==> src/rtl/mmps_pkg.sv <==
`timescale 1ns / 1ps
// ----------------------------------------------------------------------------
// mmps_pkg
// Shared types and constants of the motor mode and PWM duty scaler.
// ----------------------------------------------------------------------------
package mmps_pkg;

  localparam int unsigned OP_W   = 4;
  localparam int unsigned SPD_W  = 8;
  localparam int unsigned DUTY_W = 16;
  localparam int unsigned CAL_W  = 8;
  localparam int unsigned MODE_W = 3;
  localparam int unsigned PCT_W  = 7;
  localparam int unsigned CFG_IDX_W = 2;

  // floor(x / 25) == (x * RECIP_25) >> 26 for x < 2^21
  localparam int unsigned RECIP_W  = 22;
  localparam int unsigned K_W      = CAL_W + RECIP_W;
  localparam int unsigned PROD_W   = PCT_W + K_W;
  localparam int unsigned Q_LSB    = 20;
  localparam logic [RECIP_W-1:0] RECIP_25 = 22'd2684355;

  localparam logic [PCT_W-1:0] PCT_MAX  = 7'd100;
  localparam logic [SPD_W-1:0] TRY_LO   = 8'd50;
  localparam logic [SPD_W-1:0] TRY_HI   = 8'd70;
  localparam logic [SPD_W-1:0] TRY_ADD1 = 8'd20;
  localparam logic [SPD_W-1:0] TRY_ADD2 = 8'd15;

  localparam logic [CFG_IDX_W-1:0] CFG_CAL_MIN = 2'd0;
  localparam logic [CFG_IDX_W-1:0] CFG_CAL_MAX = 2'd1;
  localparam logic [CFG_IDX_W-1:0] CFG_DEF_MIN = 2'd2;
  localparam logic [CFG_IDX_W-1:0] CFG_DEF_MAX = 2'd3;

  localparam logic [CAL_W-1:0] CAL_MIN_RST = 8'd0;
  localparam logic [CAL_W-1:0] CAL_MAX_RST = 8'd100;

  typedef enum logic [OP_W-1:0] {
    OP_PROCESS  = 4'd0,
    OP_START    = 4'd1,
    OP_STOP     = 4'd2,
    OP_ERROR    = 4'd3,
    OP_TRY      = 4'd4,
    OP_NORMAL   = 4'd5,
    OP_REGULATE = 4'd6,
    OP_INIT     = 4'd7,
    OP_DEINIT   = 4'd8
  } op_e;

  typedef enum logic [6:0] {
    MODE_UNINIT = 7'b0000001,
    MODE_OFF    = 7'b0000010,
    MODE_ACCEL  = 7'b0000100,
    MODE_ON     = 7'b0001000,
    MODE_TRY    = 7'b0010000,
    MODE_ERROR  = 7'b0100000,
    MODE_REG    = 7'b1000000
  } mode_e;

  localparam logic [MODE_W-1:0] MODE_CODE_UNINIT = 3'd0;
  localparam logic [MODE_W-1:0] MODE_CODE_OFF    = 3'd1;
  localparam logic [MODE_W-1:0] MODE_CODE_ACCEL  = 3'd2;
  localparam logic [MODE_W-1:0] MODE_CODE_ON     = 3'd3;
  localparam logic [MODE_W-1:0] MODE_CODE_TRY    = 3'd4;
  localparam logic [MODE_W-1:0] MODE_CODE_ERROR  = 3'd5;
  localparam logic [MODE_W-1:0] MODE_CODE_REG    = 3'd6;

  function automatic logic [MODE_W-1:0] mode_code(input mode_e m);
    logic [MODE_W-1:0] c;
    case (m)
      MODE_OFF:   c = MODE_CODE_OFF;
      MODE_ACCEL: c = MODE_CODE_ACCEL;
      MODE_ON:    c = MODE_CODE_ON;
      MODE_TRY:   c = MODE_CODE_TRY;
      MODE_ERROR: c = MODE_CODE_ERROR;
      MODE_REG:   c = MODE_CODE_REG;
      default:    c = MODE_CODE_UNINIT;
    endcase
    return c;
  endfunction

  function automatic logic is_running(input mode_e m);
    return (m == MODE_ACCEL) || (m == MODE_ON) || (m == MODE_TRY);
  endfunction

endpackage

==> src/rtl/mmps_if.sv <==
`timescale 1ns / 1ps
// ----------------------------------------------------------------------------
// mmps_in_if / mmps_out_if
// Valid/ready channels for commands and results of the motor mode scaler.
// ----------------------------------------------------------------------------
interface mmps_in_if;
  logic        valid;
  logic        ready;
  logic [3:0]  opcode;
  logic [7:0]  speed_value;
  logic [15:0] regulation_duty;

  modport source(output valid, output opcode, output speed_value,
                 output regulation_duty, input ready);
  modport sink(input valid, input opcode, input speed_value,
               input regulation_duty, output ready);
endinterface

interface mmps_out_if;
  logic        valid;
  logic        ready;
  logic [15:0] duty;
  logic        accepted;
  logic [2:0]  mode;
  logic        motor_running;

  modport source(output valid, output duty, output accepted, output mode,
                 output motor_running, input ready);
  modport sink(input valid, input duty, input accepted, input mode,
               input motor_running, output ready);
endinterface

==> src/rtl/motor_mode_pwm_scaler.sv <==
`timescale 1ns / 1ps
// ----------------------------------------------------------------------------
// motor_mode_pwm_scaler
// Motor mode machine with calibrated Q8.8 duty scaling.
// ----------------------------------------------------------------------------
// Takes one command transaction per clock while the result side does not
// stall, and returns one result per command. A command is held in an input
// register, then one pass of logic updates the mode and duty registers and
// loads the result register in the same edge; a stalled result holds both
// stages. Scaling uses one 7 x 30 bit product against a registered window
// factor from the configuration registers. The user must ensure configuration
// is written only while no command is in flight; the block does not check it.
module motor_mode_pwm_scaler (
  input  logic                        clk_i,
  input  logic                        rst_ni,
  mmps_in_if.sink                     in_if,
  mmps_out_if.source                  out_if,
  input  logic                        cfg_we_i,
  input  logic [mmps_pkg::CFG_IDX_W-1:0] cfg_idx_i,
  input  logic [mmps_pkg::CAL_W-1:0]  cfg_data_i
);
  import mmps_pkg::*;

  // configuration
  logic [CAL_W-1:0] cal_min_q, cal_max_q, def_min_q, def_max_q;

  always_ff @(posedge clk_i or negedge rst_ni) begin
    if (!rst_ni) begin
      cal_min_q <= CAL_MIN_RST;
      cal_max_q <= CAL_MAX_RST;
      def_min_q <= CAL_MIN_RST;
      def_max_q <= CAL_MAX_RST;
    end else if (cfg_we_i) begin
      case (cfg_idx_i)
        CFG_CAL_MIN: cal_min_q <= cfg_data_i;
        CFG_CAL_MAX: cal_max_q <= cfg_data_i;
        CFG_DEF_MIN: def_min_q <= cfg_data_i;
        CFG_DEF_MAX: def_max_q <= cfg_data_i;
        default: ;
      endcase
    end
  end

  // window factor: |max - min| * RECIP_25
  logic [CAL_W-1:0] lo_d, hi_d, span_d;
  logic             neg_d;
  logic [K_W-1:0]   k_d;
  logic [CAL_W-1:0] lo_q;
  logic             neg_q;
  logic [K_W-1:0]   k_q;

  always_comb begin
    if (cal_min_q > cal_max_q) begin
      lo_d = def_min_q;
      hi_d = def_max_q;
    end else begin
      lo_d = cal_min_q;
      hi_d = cal_max_q;
    end
    neg_d  = lo_d > hi_d;
    span_d = neg_d ? (lo_d - hi_d) : (hi_d - lo_d);
    k_d    = K_W'(span_d) * K_W'(RECIP_25);
  end

  always_ff @(posedge clk_i) begin
    lo_q  <= lo_d;
    neg_q <= neg_d;
    k_q   <= k_d;
  end

  // handshake
  logic in_vld_q, out_vld_q, adv, fire;
  logic [OP_W-1:0]   op_q;
  logic [SPD_W-1:0]  spd_q;
  logic [DUTY_W-1:0] reg_q;

  assign adv         = !out_vld_q || out_if.ready;
  assign fire        = in_vld_q && adv;
  assign in_if.ready = !in_vld_q || adv;

  always_ff @(posedge clk_i or negedge rst_ni) begin
    if (!rst_ni) begin
      in_vld_q  <= 1'b0;
      out_vld_q <= 1'b0;
    end else begin
      if (in_if.ready) begin
        in_vld_q <= in_if.valid;
      end
      if (adv) begin
        out_vld_q <= in_vld_q;
      end
    end
  end

  always_ff @(posedge clk_i) begin
    if (in_if.valid && in_if.ready) begin
      op_q  <= in_if.opcode;
      spd_q <= in_if.speed_value;
      reg_q <= in_if.regulation_duty;
    end
  end

  // duty scaling
  mode_e             mode_q, mode_d;
  logic [DUTY_W-1:0] duty_q, duty_d;
  logic              acc;
  logic [SPD_W-1:0]  spd_adj;
  logic [PCT_W-1:0]  pct;
  logic [PROD_W-1:0] prod;
  logic [DUTY_W-1:0] qmag, qoff, scaled;

  always_comb begin
    spd_adj = spd_q;
    if (mode_q == MODE_TRY) begin
      if (spd_q <= TRY_LO) begin
        spd_adj = spd_q + TRY_ADD1;
      end else if (spd_q <= TRY_HI) begin
        spd_adj = spd_q + TRY_ADD2;
      end
    end
    pct    = (spd_adj > SPD_W'(PCT_MAX)) ? PCT_MAX : spd_adj[PCT_W-1:0];
    prod   = PROD_W'(pct) * PROD_W'(k_q);
    qmag   = prod[Q_LSB +: DUTY_W];
    qoff   = neg_q ? (~qmag + DUTY_W'(1)) : qmag;
    scaled = (pct == '0) ? '0 : ({lo_q, 8'h00} + qoff);
  end

  // mode machine
  always_comb begin
    mode_d = mode_q;
    duty_d = duty_q;
    acc    = 1'b0;
    case (op_q)
      OP_PROCESS: begin
        acc = 1'b1;
        case (mode_q)
          MODE_ON, MODE_REG, MODE_TRY: duty_d = scaled;
          MODE_OFF:   duty_d = '0;
          MODE_ACCEL: mode_d = MODE_ON;
          default:    acc = 1'b0;
        endcase
      end
      OP_START: begin
        if (mode_q == MODE_OFF) begin
          mode_d = MODE_ACCEL;
          acc    = 1'b1;
        end
      end
      OP_STOP: begin
        if (is_running(mode_q)) begin
          mode_d = MODE_OFF;
          acc    = 1'b1;
        end
      end
      OP_ERROR: begin
        mode_d = MODE_ERROR;
        acc    = 1'b1;
      end
      OP_TRY: begin
        if (is_running(mode_q)) begin
          mode_d = MODE_TRY;
          acc    = 1'b1;
        end
      end
      OP_NORMAL: begin
        if (is_running(mode_q)) begin
          mode_d = MODE_ON;
          acc    = 1'b1;
        end
      end
      OP_REGULATE: begin
        mode_d = MODE_REG;
        duty_d = reg_q;
        acc    = 1'b1;
      end
      OP_INIT: begin
        mode_d = MODE_OFF;
        acc    = 1'b1;
      end
      OP_DEINIT: begin
        mode_d = MODE_UNINIT;
        acc    = 1'b1;
      end
      default: ;
    endcase
  end

  always_ff @(posedge clk_i or negedge rst_ni) begin
    if (!rst_ni) begin
      mode_q <= MODE_UNINIT;
      duty_q <= '0;
    end else if (fire) begin
      mode_q <= mode_d;
      duty_q <= duty_d;
    end
  end

  // result register
  logic [DUTY_W-1:0] out_duty_q;
  logic              out_acc_q, out_run_q;
  logic [MODE_W-1:0] out_mode_q;

  always_ff @(posedge clk_i) begin
    if (fire) begin
      out_duty_q <= duty_d;
      out_acc_q  <= acc;
      out_mode_q <= mode_code(mode_d);
      out_run_q  <= is_running(mode_d);
    end
  end

  assign out_if.valid         = out_vld_q;
  assign out_if.duty          = out_duty_q;
  assign out_if.accepted      = out_acc_q;
  assign out_if.mode          = out_mode_q;
  assign out_if.motor_running = out_run_q;

endmodule

==> src/flat_wrapper.sv <==
// flat-port wrapper written by rule: the top's interface ports become plain ports
module motor_mode_pwm_scaler_flat import mmps_pkg::*;
  (clk_i, rst_ni, cfg_we_i, cfg_idx_i, cfg_data_i, in_if_valid, in_if_opcode, in_if_speed_value, in_if_regulation_duty, in_if_ready, out_if_valid, out_if_duty, out_if_accepted, out_if_mode, out_if_motor_running, out_if_ready);
  mmps_in_if in_if_i ();
  mmps_out_if out_if_i ();
  input  logic clk_i;
  input  logic rst_ni;
  input  logic cfg_we_i;
  input  logic [mmps_pkg::CFG_IDX_W-1:0] cfg_idx_i;
  input  logic [mmps_pkg::CAL_W-1:0] cfg_data_i;
  input wire logic [$bits(in_if_i.valid)-1:0] in_if_valid;
  input wire logic [$bits(in_if_i.opcode)-1:0] in_if_opcode;
  input wire logic [$bits(in_if_i.speed_value)-1:0] in_if_speed_value;
  input wire logic [$bits(in_if_i.regulation_duty)-1:0] in_if_regulation_duty;
  output wire logic [$bits(in_if_i.ready)-1:0] in_if_ready;
  output wire logic [$bits(out_if_i.valid)-1:0] out_if_valid;
  output wire logic [$bits(out_if_i.duty)-1:0] out_if_duty;
  output wire logic [$bits(out_if_i.accepted)-1:0] out_if_accepted;
  output wire logic [$bits(out_if_i.mode)-1:0] out_if_mode;
  output wire logic [$bits(out_if_i.motor_running)-1:0] out_if_motor_running;
  input wire logic [$bits(out_if_i.ready)-1:0] out_if_ready;
  assign in_if_i.valid = in_if_valid;
  assign in_if_i.opcode = in_if_opcode;
  assign in_if_i.speed_value = in_if_speed_value;
  assign in_if_i.regulation_duty = in_if_regulation_duty;
  assign in_if_ready = in_if_i.ready;
  assign out_if_valid = out_if_i.valid;
  assign out_if_duty = out_if_i.duty;
  assign out_if_accepted = out_if_i.accepted;
  assign out_if_mode = out_if_i.mode;
  assign out_if_motor_running = out_if_i.motor_running;
  assign out_if_i.ready = out_if_ready;
  motor_mode_pwm_scaler u_core (.clk_i(clk_i), .rst_ni(rst_ni), .in_if(in_if_i), .out_if(out_if_i), .cfg_we_i(cfg_we_i), .cfg_idx_i(cfg_idx_i), .cfg_data_i(cfg_data_i));
endmodule
==> config.mk <==
export PLATFORM = sky130hd
export DESIGN_NAME = motor_mode_pwm_scaler_flat
export DESIGN_NICKNAME = d
export VERILOG_FILES = /design/src/rtl/mmps_pkg.sv /design/src/rtl/mmps_if.sv /design/src/rtl/motor_mode_pwm_scaler.sv /design/src/flat_wrapper.sv
export SDC_FILE = /design/constraint.sdc
export NUM_CORES = 1
export LEC_CHECK = 0
export BUFFER_PORTS_ARGS = -buffer_cell sky130_fd_sc_hd__buf_4
export CORE_MARGIN = 2
export CORE_UTILIZATION = 60
export CTS_BUF_LIST = sky130_fd_sc_hd__clkbuf_8 sky130_fd_sc_hd__clkbuf_16
export DETAILED_ROUTE_END_ITERATION = 16
export PLACE_DENSITY = 0.78
export SLEW_MARGIN = 30
export SYNTH_ARGS = -nofsm -noshare
export SYNTH_HDL_FRONTEND = slang
export SYNTH_SLANG_ARGS = --single-unit
==> constraint.sdc <==
create_clock -name clk_i -period 14.5 [get_ports clk_i]
set_clock_uncertainty 0.2 [all_clocks]
set_input_delay 1.45 -clock clk_i [delete_from_list [all_inputs] [get_ports clk_i]]
set_output_delay 1.45 -clock clk_i [all_outputs]
set_load 0.005 [all_outputs]
**Yosys cells after proc, flatten, opt, wreduce, memory -nomap -nowiden**

Index checks and enable logic that the tools add are counted.

- Register bits: 145
- Logic and storage cells: 97

- Add/sub/neg operators: 6
- $mul: 2
- Order comparisons: 5
- Eq/ne operators: 22
- Multiplexer cells: 22
- Bitwise logic cells: 1
- Reduce and logical (&&, ||, !) cells: 21

Operators by type and width:

| operator | count |
|---|---|
| 16-bit one-hot mux with 2 select lines | 2 |
| 7-bit one-hot mux with 9 select lines | 1 |
| 8-bit two-way mux | 6 |
| 7-bit two-way mux | 6 |
| 7-bit by 30-bit multiplier with 36-bit output | 1 |
| 16-bit two-way mux | 2 |
| 8-bit by 22-bit multiplier with 30-bit output, second input constant | 1 |
| 3-bit one-hot mux with 6 select lines | 1 |
| 16-bit by 1-bit adder with 16-bit output, second input constant | 1 |
| 16-bit adder | 1 |
| 4-bit by 3-bit equality test with 1-bit output, second input constant | 4 |
| 8-bit greater-than comparator | 2 |
| 16-bit NOT | 1 |
| 8-bit subtractor | 2 |
| 7-bit by 2-bit equality test with 1-bit output, second input constant | 2 |
| 7-bit by 3-bit equality test with 1-bit output, second input constant | 2 |
| 7-bit by 4-bit equality test with 1-bit output, second input constant | 2 |
| 7-bit by 5-bit equality test with 1-bit output, second input constant | 2 |
| 7-bit equality test, second input constant | 2 |
| 8-bit by 4-bit adder with 8-bit output, second input constant | 1 |
| 8-bit by 5-bit adder with 8-bit output, second input constant | 1 |
| 4-bit by 2-bit equality test with 1-bit output, second input constant | 2 |
| 8-bit by 7-bit greater-than comparator with 1-bit output, second input constant | 1 |
| 8-bit by 6-bit <= comparator with 1-bit output, second input constant | 1 |
| other kinds (18) | 32 |

**Depth between registers and ports, before layout**

Gate-level depths: netlist of the first run.

- Depth in word-level cells: 14
- Gate-level depth with buffers: 49

**Worst setup path before layout of the first run**

No wires, ideal clock.

- Kind: flip-flop to flip-flop
- From: register u_core.cal_max_q[2]
- To: register u_core.k_q[29]
- Library setup time: 62 ps
- Data arrival time: 9,782 ps
- Required time: 14,238 ps
- Path slack: 4,456 ps
- Cell stages (with the launch flop): 44
- Buffers on the path: 2
- Period minus slack after synthesis: 10,044 ps
- Cells stage by stage: dfstp_2 inv_1 ha_1 o21a_1 o21ai_0 nand2b_1 a21oi_1 o21ai_0 o21ai_1 clkbuf_1 mux2i_1 inv_1 ha_1 a21o_1 a21o_1 a21o_1 a21o_1 a21o_1 [8 not listed] o21ai_0 xor2_1 fa_1 fa_1 inv_1 fa_1 inv_1 fa_1 ha_1 or3_1 o21ai_0 o21ai_0 o21ai_0 o211ai_1 a31oi_1 o21ai_0 or4_1 nand3_1

- Cells in the longest elaborated chain, start to end: 5
- Elaborated cells between the ends (all ways): 8
- Those cells by class: add/sub (2); mul (1); order compare (2); mux (3)

Ends and longest elaborated chain:

| what | line | text |
|---|---|---|
| start: declaration | motor_mode_pwm_scaler.sv:25 | `logic [CAL_W-1:0] cal_min_q, cal_max_q, def_min_q, def_max_q;` |
| start signal: assignment | motor_mode_pwm_scaler.sv:36 | `CFG_CAL_MAX: cal_max_q <= cfg_data_i;` |
| 8-bit greater-than comparator | motor_mode_pwm_scaler.sv:53 | `if (cal_min_q > cal_max_q) begin` |
| 8-bit two-way mux | motor_mode_pwm_scaler.sv:53 |  |
| 8-bit greater-than comparator * | motor_mode_pwm_scaler.sv:60 | `neg_d = lo_d > hi_d;` |
| named net u_core.neg_d | motor_mode_pwm_scaler.sv:46 | `logic neg_d;` |
| 8-bit two-way mux * | motor_mode_pwm_scaler.sv:61 | `span_d = neg_d ? (lo_d - hi_d) : (hi_d - lo_d);` |
| 8-bit by 22-bit multiplier with 30-bit output * | motor_mode_pwm_scaler.sv:62 | `k_d = K_W'(span_d) * K_W'(RECIP_25);` |
| named net u_core.k_d[29] | motor_mode_pwm_scaler.sv:47 | `logic [K_W-1:0] k_d;` |
| end signal: assignment | motor_mode_pwm_scaler.sv:68 | `k_q <= k_d;` |
| end: declaration | motor_mode_pwm_scaler.sv:50 | `logic [K_W-1:0] k_q;` |

The timed path passes the listed nets; every way through them passes the cells marked *.
A chain may end at the register's enable or synchronous reset.

**Worst setup path after layout of the first run**

- From: register u_core.cal_max_q[1]
- To: register u_core.k_q[29]

Same word-level chain as after synthesis.

==> qor.yml, run 1 <==
synth_fp_nets: 2095
drv_slew: 0
startpoint: "u_core.cal_max_q[1]$_DFFE_PN0P_"
start_kind: "flip-flop"
htreeDepth: 4
fin_nets: 2138
cp_num_buf_inv: 6
endpoint: "u_core.k_q[29]$_DFF_P_"
path_delay_family: "compound AO/OA/AOI/OAI gates"
synth.distinct_cells: 85
ys_seq_elements: 145
setup_viol: 0
critPathMaxFanout: 12
finalCritPeriodShare_pct: 76.3
synth_ff_type: "dfrtp_1"
drc_errors: 0
crit_top_cell: "o21ai_0"
area_growth_pct: 8.67
layout_commonest_cell: "inv_1"
hold_buffers: 0
ys_async_sr_fraction_pct: 39.3
core_sq_mm: 0.0268
clock-sinks: 145
max_stage_delay_ns: 0.59
fmax_mhz: 90.4
ctsRootBufferMaster: "clkbuf_16"
grt_use_total_pct: 26.7
slew_headroom_pct: 50.3
rows: 60
hpwl_um: 27600
run_status: "complete, no violations"
insertion_delay_ns: 0.44
max-cap-violations: 0
cts_resized: 0
layout_common_cells: "243 x inv_1, 176 x fa_1, 163 x ha_1"
die_w_um: 169
fin_tns_setup_ns: 0
n_antenna_cell: 0
min_path_type: "flip-flop to flip-flop"
fp.dieArea_sq_mm: 0.0285
cp.depth: 44
vias: 12200
grt_pass1_vias: 12800
dieHeight_um: 169
r2r_start: "u_core.cal_max_q[1]$_DFFE_PN0P_"
synthMuxAreaShare_pct: 4.32
syn_inst: 1713
grt_max_degree: 58
worstSetupPathType: "flip-flop to flip-flop"
drive_gt1_share_pct: 10.9
whs_path_depth: 2
drtIter0Drc: 704
syn_avg_cell_area_sq_um: 9.51
io_buffers: 65
grt_pass1_wl_um: 61300
synth_edf_count: 49
viasPerCell: 5.78
start_util_pct: 60.8
ios: 66
synth-xor-area-share_pct: 4.13
wl_per_cell_um: 17.1
cts.path.max_buffers: 2
synth_top_family_by_area: "adder cells"
cts_buffers: 17
period_minus_slack_ns: 11.06
wl_um: 36100
regArea_sq_mm: 0.00369
hold_violations: 0
reg2reg_slack_ns: 3.44
drt-pass1-iter-count: 5
crit_slowest_cell: "fa_1"
critPathRequiredTime_ns: 14.67
synth-adder-area-share_pct: 34.2
yosys_warnings: 0
rr_endpoint: "u_core.k_q[29]$_DFF_P_"
r2r_cells: 44
multiInputGateArea_sq_mm: 0.0115
gp_congestion: 0.907
yosys.area_share.simple_pct: 16.4
antenna_found_initial: 0
grt_overflow_total: 0
clk_pin_slew_worst_paths_ns: 0.07
worstPathArrival_ns: 11.23
syn-cell-area_sq_mm: 0.0163
endpoint_kind: "flip-flop"
cts_setup_buffers: 0
synth_compound_area_share_pct: 11.5
worst_pin_slew_ns: 0.743
ant_nets: 0
seq_area_frac_synth_pct: 22.6
cts_tree: "done"
rsz0062_at_grt: "false"
fill_cells: 2102
[per-layer routing]
layer / share of wire, % / GRT usage, % / vias to the layer above
met5: 0 / 0 / -
met4: 1.7 / 7.68 / 0
met3: 4.0 / 3.83 / 51
met2: 50 / 46.2 / 298
met1: 44 / 35.1 / 6073
li1: - / - / 5778
[stage by stage]
step	setup WS [ns]	util, %	instances	hold WS (ns)	cell area [sq um]
2_1_floorplan	4.46	-	1713	0.247	16300
3_3_place_gp	3.44	63.8	2078	0.258	17100
3_5_place_dp	3.18	63.8	2078	0.264	17100
4_1_cts	3.14	66.0	2110	0.279	17700
5_1_grt	2.57	66.0	2110	0.311	17700
6_report	3.44	66.0	2110	0.281	17700
[cell usage after synthesis (all sizes together) (24+ instances only)]
cell type | n | area share (%)
nand2 | 154 | 3.5
nor3 | 24 | 0.80
dfxtp | 39 | 4.8
a21oi | 59 | 1.8
edfxtp | 49 | 9.0
a21o | 34 | 1.6
and2 | 151 | 5.8
dfrtp | 50 | 7.7
nor2 | 63 | 1.5
inv | 243 | 5.6
fa | 176 | 22
mux2 | 43 | 3.0
clkbuf | 48 | 1.1
o21ai | 76 | 2.4
ha | 163 | 13
xnor2 | 56 | 3.1
[area by class of cell]
| type | count | share of cell area [%] |
|---|---|---|
| Clock buffer | 18 | 2.48 |
| Clock inverter | 14 | 0.862 |
| Inverter | 243 | 5.15 |
| Multi-Input combinational cell | 1274 | 65.1 |
| Sequential cell | 145 | 20.8 |
| Tap cell | 341 | 2.41 |
| Timing Repair Buffer | 75 | 3.18 |
[worst min path at each step]
| stage | from | endpoint | slack, ns |
|---|---|---|---|
| 2_1_floorplan | u_core.duty_q[0]$_DFFE_PN0P_ | u_core.duty_q[0]$_DFFE_PN0P_ | 0.25 |
| 3_3_place_gp | u_core.duty_q[2]$_DFFE_PN0P_ | u_core.duty_q[2]$_DFFE_PN0P_ | 0.26 |
| 3_5_place_dp | u_core.duty_q[10]$_DFFE_PN0P_ | u_core.duty_q[10]$_DFFE_PN0P_ | 0.26 |
| 4_1_cts | u_core.duty_q[10]$_DFFE_PN0P_ | u_core.duty_q[10]$_DFFE_PN0P_ | 0.28 |
| 5_1_grt | u_core.duty_q[12]$_DFFE_PN0P_ | u_core.duty_q[12]$_DFFE_PN0P_ | 0.31 |
| 6_report | u_core.duty_q[10]$_DFFE_PN0P_ | u_core.duty_q[10]$_DFFE_PN0P_ | 0.28 |
[kinds of logic (layout without fill, tap and decap cells)]
family	count (synthesis)	in the layout
adders and majority gates	339	339
xor gates and xnor gates	76	76
and+or+nand+nor	511	511
buffers and inverters	294	350
muxes	65	65
AOI/OAI and AO/OA	283	283
DFF	145	145
[worst register-to-register path: cells and delay by family, from the launching register on]
| family | cells | cell delay (ns) |
|---|---|---|
| AO/OA/AOI/OAI | 21 | 4.09 |
| XOR/XNOR | 1 | 0.56 |
| adder cells (fa/ha/maj) | 8 | 3.19 |
| buffers and inverters | 6 | 0.69 |
| flip-flops | 1 | 0.38 |
| multiplexers | 2 | 0.52 |
| AND/OR/NAND/NOR | 6 | 1.36 |
[flip-flops by register name, indices dropped and copies added, names as in the netlist, 3 cells and up]
register,flops
u_core.op_q,4
u_core.mode_q,7
u_core.def_max_q,8
u_core.cal_max_q,8
u_core.out_if.mode,3
u_core.def_min_q,8
u_core.k_q,30
u_core.lo_q,8
u_core.cal_min_q,8
u_core.reg_q,16
u_core.duty_q,16
u_core.spd_q,8
u_core.out_if.duty,16
Power of run 1 is left out: the tool's default activity adds up to more than one toggle a clock period on the data nets, which glitch-free logic cannot reach.
==> run 2, diff against run 1 <==
==> constraint.sdc (replaced) <==
create_clock -name clk_i -period 11.6 [get_ports clk_i]
set_clock_uncertainty 0.2 [all_clocks]
set_input_delay 1.16 -clock clk_i [delete_from_list [all_inputs] [get_ports clk_i]]
set_output_delay 1.16 -clock clk_i [all_outputs]
set_load 0.005 [all_outputs]
==> run 2 against run 1 <==
Cell count rose by 0.19%. Critical path depth shrank 3. Flip-flop and latch count unchanged. Sequential share of layout area barely moved. Wire length down 1.6%. Count of clock-buffer cells in the layout shrank 1. Die area is the same.
==> qor.yml, run 2 (synthesis results as in run 1) <==
worst_pin_slew_ns: 0.738
critPathMaxFanout: 18
grt_use_total_pct: 26.6
post-route-util_pct: 66.1
io_buffers: 65
insertion_delay_ns: 0.44
drv_slew: 0
grt_overflow_total: 0
n_antenna_cell: 0
ios: 66
endpoint: "u_core.out_if.duty[15]$_DFFE_PP_"
finalNonFillerCells: 2114
core_sq_mm: 0.0268
wl_um: 35500
clk_pin_slew_worst_paths_ns: 0.06
drtIter0Drc: 895
fin_tns_setup_ns: 0
htreeDepth: 4
max_stage_delay_ns: 0.59
hold_buffers: 0
grt_pass1_wl_um: 61000
grt_pass1_vias: 12600
die_w_um: 169
rows: 60
r2r_cells: 41
cts_buffers: 17
dieHeight_um: 169
drive_gt1_share_pct: 11.1
rsz0062_at_grt: "false"
fill_cells: 2080
vias: 12100
reg2reg_slack_ns: 0.73
run_status: "complete, no violations"
drt-pass1-iter-count: 5
clock-sinks: 145
cp_num_buf_inv: 2
worstPathArrival_ns: 10.85
crit_slowest_cell: "or4b_4"
slew_headroom_pct: 50.6
finalCritPeriodShare_pct: 93.7
fmax_mhz: 92.0
fin_nets: 2142
r2r_start: "u_core.mode_q[1]$_DFFE_PN0P_"
period_minus_slack_ns: 10.87
max_flop_register: "u_core.k_q"
setup_slack_ns: 0.734
crit_top_cell: "a21oi_1"
largest_reg_flops: 30
viasPerCell: 5.73
start_kind: "flip-flop"
worstSetupPathType: "flip-flop to flip-flop"
dp_cells: 2082
layout_common_cells: "242 x inv_1, 176 x fa_1, 163 x ha_1"
ctsRootBufferMaster: "clkbuf_16"
critPathRequiredTime_ns: 11.58
cts_resized: 0
start_util_pct: 60.8
setup_viol: 0
startpoint: "u_core.mode_q[1]$_DFFE_PN0P_"
cp.depth: 41
endpoint_kind: "flip-flop"
ant_nets: 0
cts.path.max_buffers: 2
cts_setup_buffers: 0
layout_commonest_cell: "inv_1"
gp_congestion: 0.901
antenna_found_initial: 0
area_growth_pct: 8.77
pre_cts_slack_ns: 0.606
wl_per_cell_um: 16.8
hold_violations: 0
min_path_type: "flip-flop to flip-flop"
fp.dieArea_sq_mm: 0.0285
path_delay_family: "simple AND/OR/NAND/NOR gates"
drc_errors: 0
max-cap-violations: 0
hpwl_um: 27200
rr_endpoint: "u_core.out_if.duty[15]$_DFFE_PP_"
cts_tree: "done"
grt_max_degree: 58
-- run 2: cell types whose count changed in the layout (fill, tap and decap cells not counted), sizes merged --
cell,before,now
bufinv,2,1
clkbuf,18,17
clkinvlp,0,3
buf,75,79
clkinv,4,3
-- run 2: worst min path at each step --
stage,startpoint,cells past startpoint,slack [ns],end
final,u_core.duty_q[12]$_DFFE_PN0P_,2,0.29,u_core.duty_q[12]$_DFFE_PN0P_
after global routing,u_core.duty_q[1]$_DFFE_PN0P_,2,0.30,u_core.duty_q[1]$_DFFE_PN0P_
after floorplan,u_core.duty_q[0]$_DFFE_PN0P_,2,0.25,u_core.duty_q[0]$_DFFE_PN0P_
after global placement,u_core.duty_q[2]$_DFFE_PN0P_,2,0.26,u_core.duty_q[2]$_DFFE_PN0P_
after CTS,u_core.duty_q[13]$_DFFE_PN0P_,2,0.29,u_core.duty_q[13]$_DFFE_PN0P_
after detailed placement,u_core.duty_q[13]$_DFFE_PN0P_,2,0.27,u_core.duty_q[13]$_DFFE_PN0P_
-- run 2: cell type report --
type                            count  area [sq um]  area share [%]
Multi-Input combinational cell   1274         11500            65.0
Sequential cell                   145          3690            20.8
Inverter                          243           912            5.15
Timing Repair Buffer               79           597            3.37
Tap cell                          341           427            2.41
Clock buffer                       17           425            2.40
Clock inverter                     15           145           0.819
-- run 2: per-layer routing --
metal	wire length (um)	vias up	GRT usage [%]	part of all wire [%]
met3	1460	61	3.88	4.1
met2	17400	294	45.3	49
li1	-	5786	-	-
met4	767	0	8.66	2.2
met5	0	-	0	0
met1	15800	5975	35.2	45
-- run 2: through the flow --
| step | hold slack, ns | instance area (sq um) |
|---|---|---|
| after floorplan | 0.247 | 16300 |
| after global placement | 0.258 | 17100 |
| after detailed placement | 0.271 | 17100 |
| after CTS | 0.288 | 17700 |
| after global routing | 0.303 | 17700 |
| final | 0.286 | 17700 |
-- run 2: worst min-delay path: stages (launching register included) --
cell and delay [ns]:
dfrtp_1 0.34, nand2_1 0.05, nand2_1 0.06
Power of run 2 is left out for the same reason.
